===== src/hdl/wps_pkg.sv =====
// Shared types and constants for the weld pulse sequencer.
// No dependencies; imported by weld_pulse_sequencer_unit.
`timescale 1ns / 1ps
`default_nettype none

package wps_pkg;

  // Configuration register indexes (byte address is four times the index).
  localparam logic [2:0] REG_START_DELAY = 3'd0;
  localparam logic [2:0] REG_PREHEAT     = 3'd1;
  localparam logic [2:0] REG_GAP         = 3'd2;
  localparam logic [2:0] REG_PULSE       = 3'd3;
  localparam logic [2:0] REG_PULSE_COUNT = 3'd4;
  localparam logic [2:0] REG_THRESHOLD   = 3'd5;
  localparam logic [2:0] REG_MODE        = 3'd6;

  // Weld mode codes; the fourth code is undefined and keeps the switch off.
  localparam logic [1:0] MODE_AUTO   = 2'd0;
  localparam logic [1:0] MODE_MANUAL = 2'd1;
  localparam logic [1:0] MODE_HOLD   = 2'd2;

  localparam logic [5:0]  MAX_PULSES   = 6'd50;
  localparam logic [6:0]  WELD_SAT     = 7'd99;
  localparam logic [6:0]  MV_PER_TENTH = 7'd100;
  localparam logic [15:0] ELAPSED_MAX  = 16'hFFFF;

  // Reset values of the configuration registers.
  localparam logic [10:0] START_DELAY_RST = 11'd800;
  localparam logic [7:0]  PREHEAT_RST     = 8'd10;
  localparam logic [6:0]  GAP_RST         = 7'd10;
  localparam logic [7:0]  PULSE_RST       = 8'd30;
  localparam logic [5:0]  PULSE_COUNT_RST = 6'd5;
  localparam logic [5:0]  THRESHOLD_RST   = 6'd6;

  // One result beat.
  typedef struct packed {
    logic       weld_drive;
    logic       charge_inhibit;
    logic       weld_active;
    logic [6:0] welds_done;
    logic       is_armed;
  } wps_result_t;

endpackage

`default_nettype wire


===== src/hdl/weld_pulse_sequencer_unit.sv =====
// Weld pulse sequencer: an accepted tick beat's result beat is registered; throughput
// one tick beat per cycle unless stalled. A two-entry output stage (result register plus
// skid register) keeps accepting while a result waits, and in_stall is registered.
// Reset (rst, synchronous, active high) clears all sequence state, empties the output
// stage and loads the configuration registers with their default values.
// Depends on wps_pkg.
`timescale 1ns / 1ps
`default_nettype none

module weld_pulse_sequencer_unit
  import wps_pkg::*;
(
  input  wire logic        clk,
  input  wire logic        rst,
  // Tick channel
  input  wire logic        in_valid,
  output logic             in_stall,
  input  wire logic [12:0] workpiece_mv,
  input  wire logic        trigger_pressed,
  // Result channel
  output logic             out_valid,
  input  wire logic        out_stall,
  output logic             weld_drive,
  output logic             charge_inhibit,
  output logic             weld_active,
  output logic [6:0]       welds_done,
  output logic             is_armed,
  // Configuration port
  input  wire logic        psel,
  input  wire logic        penable,
  input  wire logic        pwrite,
  input  wire logic [4:0]  paddr,
  input  wire logic [31:0] pwdata,
  output logic [31:0]      prdata,
  output logic             pready
);

  // ---------------------------------------------------------------------------
  // Configuration registers. A write lands on the access phase of the bus.
  // ---------------------------------------------------------------------------
  logic [10:0] start_delay_ms;
  logic [7:0]  preheat_ms;
  logic [6:0]  gap_ms;
  logic [7:0]  pulse_ms;
  logic [5:0]  pulse_count;
  logic [5:0]  contact_threshold;
  logic [1:0]  weld_mode;

  logic       cfg_write;
  logic [2:0] cfg_index;

  assign pready    = 1'b1;
  assign cfg_write = psel && penable && pwrite && pready;
  assign cfg_index = paddr[4:2];

  always_ff @(posedge clk) begin
    if (rst) begin
      start_delay_ms    <= START_DELAY_RST;
      preheat_ms        <= PREHEAT_RST;
      gap_ms            <= GAP_RST;
      pulse_ms          <= PULSE_RST;
      pulse_count       <= PULSE_COUNT_RST;
      contact_threshold <= THRESHOLD_RST;
      weld_mode         <= MODE_AUTO;
    end else if (cfg_write) begin
      case (cfg_index)
        REG_START_DELAY: start_delay_ms    <= pwdata[10:0];
        REG_PREHEAT:     preheat_ms        <= pwdata[7:0];
        REG_GAP:         gap_ms            <= pwdata[6:0];
        REG_PULSE:       pulse_ms          <= pwdata[7:0];
        REG_PULSE_COUNT: pulse_count       <= pwdata[5:0];
        REG_THRESHOLD:   contact_threshold <= pwdata[5:0];
        REG_MODE:        weld_mode         <= pwdata[1:0];
        default: begin
        end
      endcase
    end
  end

  always_comb begin
    case (cfg_index)
      REG_START_DELAY: prdata = {21'd0, start_delay_ms};
      REG_PREHEAT:     prdata = {24'd0, preheat_ms};
      REG_GAP:         prdata = {25'd0, gap_ms};
      REG_PULSE:       prdata = {24'd0, pulse_ms};
      REG_PULSE_COUNT: prdata = {26'd0, pulse_count};
      REG_THRESHOLD:   prdata = {26'd0, contact_threshold};
      REG_MODE:        prdata = {30'd0, weld_mode};
      default:         prdata = 32'd0;
    endcase
  end

  // ---------------------------------------------------------------------------
  // Sequence state. Times are in ticks from arming (auto mode: from contact).
  // ---------------------------------------------------------------------------
  logic [15:0] elapsed_ms, elapsed_ms_next;
  logic [5:0]  pulse_index, pulse_index_next;
  logic        active_flag, active_flag_next;
  logic        armed_flag, armed_flag_next;
  logic [6:0]  weld_count, weld_count_next;
  logic        drive_level, drive_level_next;

  // Output stage: a result register and a skid register behind it.
  wps_result_t out_data, skid_data, result;
  logic        skid_valid;
  logic        accept, pop;

  assign in_stall = skid_valid;
  assign accept   = in_valid && !in_stall;
  assign pop      = out_valid && !out_stall;

  // ---------------------------------------------------------------------------
  // Timing thresholds. The schedule is: low until start_delay, preheat high until
  // th1, then per window gap_ms low and pulse_ms high. Each bound is one small
  // multiply (period by a six-bit count) plus adds, then a compare.
  // ---------------------------------------------------------------------------
  logic [5:0]  num_pulses;
  logic [11:0] th1;
  logic [8:0]  period;
  logic [14:0] period_x_n;
  logic [14:0] period_x_idx;
  logic [15:0] total_ms;
  logic [15:0] win_lo;
  logic [15:0] win_hi;
  logic [12:0] contact_mv;
  logic        contact;

  assign num_pulses   = (pulse_count > MAX_PULSES) ? MAX_PULSES : pulse_count;
  assign th1          = 12'(start_delay_ms) + 12'(preheat_ms);
  assign period       = 9'(gap_ms) + 9'(pulse_ms);
  assign period_x_n   = 15'(period) * 15'(num_pulses);
  assign period_x_idx = 15'(period) * 15'(pulse_index);
  assign total_ms     = 16'(period_x_n) + 16'(th1);
  assign win_lo       = 16'(period_x_idx) + 16'(gap_ms) + 16'(th1);
  assign win_hi       = win_lo + 16'(pulse_ms);
  assign contact_mv   = 13'(contact_threshold) * 13'(MV_PER_TENTH);
  assign contact      = workpiece_mv > contact_mv;

  // ---------------------------------------------------------------------------
  // Next-state logic for one tick.
  // ---------------------------------------------------------------------------
  logic run_seq;
  logic count_welds;
  logic clear_arm;
  logic inhibit;

  always_comb begin
    elapsed_ms_next  = elapsed_ms;
    pulse_index_next = pulse_index;
    active_flag_next = active_flag;
    armed_flag_next  = armed_flag;
    weld_count_next  = weld_count;
    drive_level_next = drive_level;
    run_seq          = 1'b0;
    count_welds      = 1'b0;
    clear_arm        = 1'b0;
    inhibit          = 1'b0;

    case (weld_mode)
      MODE_AUTO: begin
        if (contact || active_flag) begin
          run_seq     = 1'b1;
          count_welds = 1'b1;
        end else begin
          elapsed_ms_next  = '0;
          drive_level_next = 1'b0;
        end
      end
      MODE_MANUAL: begin
        // The trigger arms; the sequence itself waits for workpiece contact,
        // while the time counter already runs from the arming tick.
        armed_flag_next = armed_flag || trigger_pressed;
        if (armed_flag || trigger_pressed) begin
          if (contact || active_flag) begin
            run_seq   = 1'b1;
            clear_arm = 1'b1;
          end else if (elapsed_ms != ELAPSED_MAX) begin
            elapsed_ms_next = elapsed_ms + 16'd1;
          end
        end else begin
          elapsed_ms_next  = '0;
          drive_level_next = 1'b0;
        end
      end
      MODE_HOLD: begin
        inhibit          = trigger_pressed;
        drive_level_next = trigger_pressed;
        active_flag_next = trigger_pressed;
      end
      default: begin
        drive_level_next = 1'b0;
      end
    endcase

    if (run_seq) begin
      active_flag_next = 1'b1;
      if (elapsed_ms <= total_ms) begin
        inhibit = 1'b1;
        if (elapsed_ms < 16'(start_delay_ms)) begin
          drive_level_next = 1'b0;
        end else if (elapsed_ms < 16'(th1)) begin
          drive_level_next = 1'b1;
        end else if (pulse_index < num_pulses) begin
          if (elapsed_ms < win_lo) begin
            drive_level_next = 1'b0;
          end else if (elapsed_ms < win_hi) begin
            drive_level_next = 1'b1;
          end else begin
            // Window end: step to the next window with the switch off.
            pulse_index_next = pulse_index + 6'd1;
            drive_level_next = 1'b0;
          end
        end else if (count_welds && (pulse_index <= num_pulses)) begin
          // Auto, all windows done: count the weld once, park the index past the end.
          pulse_index_next = num_pulses + 6'd1;
          if (weld_count < WELD_SAT) begin
            weld_count_next = weld_count + 7'd1;
          end
        end
      end else begin
        // Sequence end. The time counter keeps running so that a contact or
        // trigger still present does not re-arm until it is released.
        active_flag_next = 1'b0;
        pulse_index_next = '0;
        drive_level_next = 1'b0;
        if (clear_arm) begin
          armed_flag_next = 1'b0;
        end
      end
      if (elapsed_ms != ELAPSED_MAX) begin
        elapsed_ms_next = elapsed_ms + 16'd1;
      end
    end
  end

  always_comb begin
    result.weld_drive     = drive_level_next;
    result.charge_inhibit = inhibit;
    result.weld_active    = (weld_mode == MODE_HOLD || weld_mode == MODE_MANUAL ||
                             weld_mode == MODE_AUTO) ? active_flag_next : 1'b0;
    result.welds_done     = weld_count_next;
    result.is_armed       = armed_flag_next;
  end

  always_ff @(posedge clk) begin
    if (rst) begin
      elapsed_ms  <= '0;
      pulse_index <= '0;
      active_flag <= 1'b0;
      armed_flag  <= 1'b0;
      weld_count  <= '0;
      drive_level <= 1'b0;
    end else if (accept) begin
      elapsed_ms  <= elapsed_ms_next;
      pulse_index <= pulse_index_next;
      active_flag <= active_flag_next;
      armed_flag  <= armed_flag_next;
      weld_count  <= weld_count_next;
      drive_level <= drive_level_next;
    end
  end

  // ---------------------------------------------------------------------------
  // Output stage. A new result goes to the result register when it is empty or
  // being drained, otherwise into the skid register, which then holds off input.
  // ---------------------------------------------------------------------------
  always_ff @(posedge clk) begin
    if (rst) begin
      out_valid  <= 1'b0;
      skid_valid <= 1'b0;
    end else if (skid_valid) begin
      if (pop) begin
        skid_valid <= 1'b0;
      end
    end else if (accept) begin
      if (out_valid && !pop) begin
        skid_valid <= 1'b1;
      end
      out_valid <= 1'b1;
    end else if (pop) begin
      out_valid <= 1'b0;
    end
  end

  always_ff @(posedge clk) begin
    if (skid_valid) begin
      if (pop) begin
        out_data <= skid_data;
      end
    end else if (accept) begin
      if (out_valid && !pop) begin
        skid_data <= result;
      end else begin
        out_data <= result;
      end
    end
  end

  assign weld_drive     = out_data.weld_drive;
  assign charge_inhibit = out_data.charge_inhibit;
  assign weld_active    = out_data.weld_active;
  assign welds_done     = out_data.welds_done;
  assign is_armed       = out_data.is_armed;

`ifndef NO_ASSERTIONS
  // The skid register only fills behind a waiting result.
  a_skid_behind_out: assert property (@(posedge clk) disable iff (rst)
    skid_valid |-> out_valid)
    else $error("skid register holds a beat while the result register is empty");

  // Every accepted tick leaves a result beat pending on the next cycle.
  a_accept_gives_result: assert property (@(posedge clk) disable iff (rst)
    (in_valid && !in_stall) |=> out_valid)
    else $error("accepted tick beat produced no result beat");

  // The window index never runs past one beyond the largest pulse count.
  a_index_bound: assert property (@(posedge clk) disable iff (rst)
    pulse_index <= (MAX_PULSES + 6'd1))
    else $error("pulse index out of range");

  // The weld counter saturates.
  a_weld_sat: assert property (@(posedge clk) disable iff (rst)
    out_valid |-> (welds_done <= WELD_SAT))
    else $error("weld count above saturation limit");
`endif

endmodule

`default_nettype wire

===== config.mk =====
export PLATFORM = sky130hd
export DESIGN_NAME = weld_pulse_sequencer_unit
export DESIGN_NICKNAME = d
export VERILOG_FILES = /design/src/hdl/wps_pkg.sv /design/src/hdl/weld_pulse_sequencer_unit.sv
export SDC_FILE = /design/constraint.sdc
export NUM_CORES = 1
export LEC_CHECK = 0
export ABC_AREA = 1
export BUFFER_PORTS_ARGS = -buffer_cell sky130_fd_sc_hd__buf_2
export CAP_MARGIN = 20
export CORE_MARGIN = 2
export CORE_UTILIZATION = 50
export DETAILED_ROUTE_END_ITERATION = 6
export PLACE_DENSITY = 0.68
export SLEW_MARGIN = 10
export SYNTH_ARGS = -nofsm -noshare
export SYNTH_HDL_FRONTEND = slang
export SYNTH_SLANG_ARGS = --single-unit

===== constraint.sdc =====
create_clock -name clk -period 16.5 [get_ports clk]
set_input_delay 3.3 -clock clk [delete_from_list [all_inputs] [get_ports clk]]
set_output_delay 3.3 -clock clk [all_outputs]
set_load 0.01 [all_outputs]

==> metrics.txt <==
outcome=finished clean; Routability Congestion=0.942; clock slew at reported path FFs=around 0.090 ns; grt ovf=0; CTS resizes=0; DRT Pass-1 Iters=6; CTS Root Cell=clkbuf_16; final clock skew=0.0112 ns; overall routing resource usage=0.262; first-pass GRT wire length=just under 60000 µm; ANT nets after route=0; total design power=1.16 mW; final worst-path cycle share=0.553; Peak VDD IR=0.0000675 V; Initial Util=0.505; Worst Tran Pin Value=1.01 ns; setup total negative slack=0 ns; WL/cell=approximately 17 µm; Die Y=~170 µm; CP Data Arrival Time=between 9 and 10 ns; largest net degree at the start of global routing=40; Synthesis Warnings=0; Final min period=between 9 and 10 ns; crit path max fanout=9; final-report max-slew violation count=0; Cell Area, Synth=between 10000 and 15000 µm²; Netlist cell types=around 60; sequential fraction of the synthesis area=0.170; row count=60; Worst setup SP type=flop; max_cap viols=0; DRC viols=0; Initial DRC Count=855; Gate Count Post-Synth=about 1.8k; unrepaired setup endpoints after global routing=false; die width=about 170 µm; standby leakage power=7.47 nW; slowest cell delay on critical path=between 0.5 and 0.6 ns; PwrDens=between 80 and 90 nW/µm²; largest cells by area after synthesis=ha_1 (19%), fa_1 (13%), dfxtp_1 (12%); Clock Tree Buf Depth=2; Antenna Cells=0; port bufs=58; flops & latches, synth=about 100; synthesis-to-finish area growth=6.10%; CP most frequent cell=nand2_1; area share of the largest cell type after synthesis=0.187; Max Fclk=110 MHz; hold buffers post-CTS=0; Clock Latency Late Sink=around 0.36 ns; Area after DPL=14000 µm²; CTS Buf Count=9; clock sink count=between 100 and 150; top-count cell post-synth=nand2_1; Slew HR=0.329; detail-routed via count per cell=roughly 5.4; postcts setup bufs=0; type of the worst setup path=reg2reg; I/O Pins=around 100; Synth async-reset ratio=0; EDFF count, synth=22; Post-synth top flop=dfxtp_1; antenna violations before repair=0; Detailed Place HPWL=just over 30000 µm; final WL=37000 µm; synthesized area per cell=around 7.3 µm²; final hold vios=0; most common library cells after synthesis=nand2_1 (354), inv_1 (317), ha_1 (202); die area=approximately 28000 µm²; Core ar.=roughly 27000 µm²; fraction of layout cells with a size suffix above 1=0.0795; Critical Path RT=~17 ns; vias in the first global route=between 10k and 15k; slowest CP cell=fa_1; Crit. End Element=flop; leading area contributor after synthesis=ha_1; post-route design area=14300 µm²; Vias=between 10k and 15k; Layout Nets=2230; Final Setup Violations=0; Hold Path Class=reg2reg; CTS tree=done; H-tree Lvls=3
[cell type report]
cell class | count | area, µm²
fillers | 2583 | 12400
multi-input cells | 1374 | 9720
flip-flops and latches | 104 | 2300
inverters | 331 | 1240
well taps | 341 | 427
repair buffers | 62 | 320
clock buffers | 9 | 225
clock inverters | 7 | 91.3
[power by group]
| part | switching (mW) | internal, mW |
|---|---|---|
| sequential | 0.0288 | 0.277 |
| combinational | 0.400 | 0.232 |
| clock | 0.116 | 0.110 |
| total | 0.545 | 0.619 |
[cells in the final DEF (no fill, tap or decap), types with 58 or more instances in the layout]
cell type	count
o21ai_0	87
nor2_1	167
nand2_1	354
inv_1	317
ha_1	202
buf_2	58
fa_1	88
dfxtp_1	82
a21oi_1	146
nand3_1	58
[routing by layer]
metal,global-route usage,vias to the layer above,part of all wire
met5,0,-,0
met4,0.0697,0,0.024
met3,0.0329,63,0.055
met2,0.450,357,0.47
met1,0.348,5663,0.45
li1,-,5987,-
[worst paths after layout]
check                           cells after the start   startpoint  slack [ns]          end
worst max-delay path                               45  pulse_ms[0]        7.37   weld_drive
worst min-delay path                                2  active_flag        0.51  active_flag
worst max register to register                     45  pulse_ms[0]        7.37   weld_drive
worst min register to register                      2  active_flag        0.51  active_flag
[logic make-up (layout without fill, tap and decap cells)]
| family | after synthesis | in the layout | synth area share |
|---|---|---|---|
| flip-flops | 104 | 104 | 0.170 |
| XOR/XNOR | 63 | 63 | 0.0414 |
| other | 2 | 22 | 0.000556 |
| AO/OA/AOI/OAI | 321 | 321 | 0.133 |
| AND/OR/NAND/NOR | 678 | 678 | 0.221 |
| adder cells (fa/ha/maj) | 290 | 290 | 0.318 |
| buffers and inverters | 385 | 409 | 0.116 |
[through the flow]
step | std cells | worst slack [ns] | util | hold slack (ns)
floorplan | 1863 | 9.03 | - | 0.458
global placement | 2210 | 7.77 | 0.524 | 0.485
detailed placement | 2210 | 7.49 | 0.524 | 0.482
finish | 2228 | 7.37 | 0.536 | 0.506
CTS | 2226 | 7.46 | 0.536 | 0.507
global route | 2228 | 6.79 | 0.536 | 0.538
[registers in the layout, indices dropped and copies added, names as in the netlist]
signal / flops
welds_done: 7
out_valid: 1
charge_inhibit: 1
weld_mode: 2
start_delay_ms: 11
drive_level: 1
pulse_index: 6
contact_threshold: 6
skid_data: 11
weld_active: 1
pulse_count: 6
is_armed: 1
preheat_ms: 8
armed_flag: 1
weld_drive: 1
active_flag: 1
gap_ms: 7
weld_count: 7
pulse_ms: 8
in_stall: 1
elapsed_ms: 16
[worst max-delay path: cells and delay by family (launching register included)]
family	cells	cell delay [ns]
flip-flops	1	0.47
AND/OR/NAND/NOR	20	2.07
buffers and inverters	7	0.75
adder cells (fa/ha/maj)	9	3.57
XOR/XNOR	1	0.25
AO/OA/AOI/OAI	8	1.87
No activity file was read; power rests on OpenSTA's default activity.
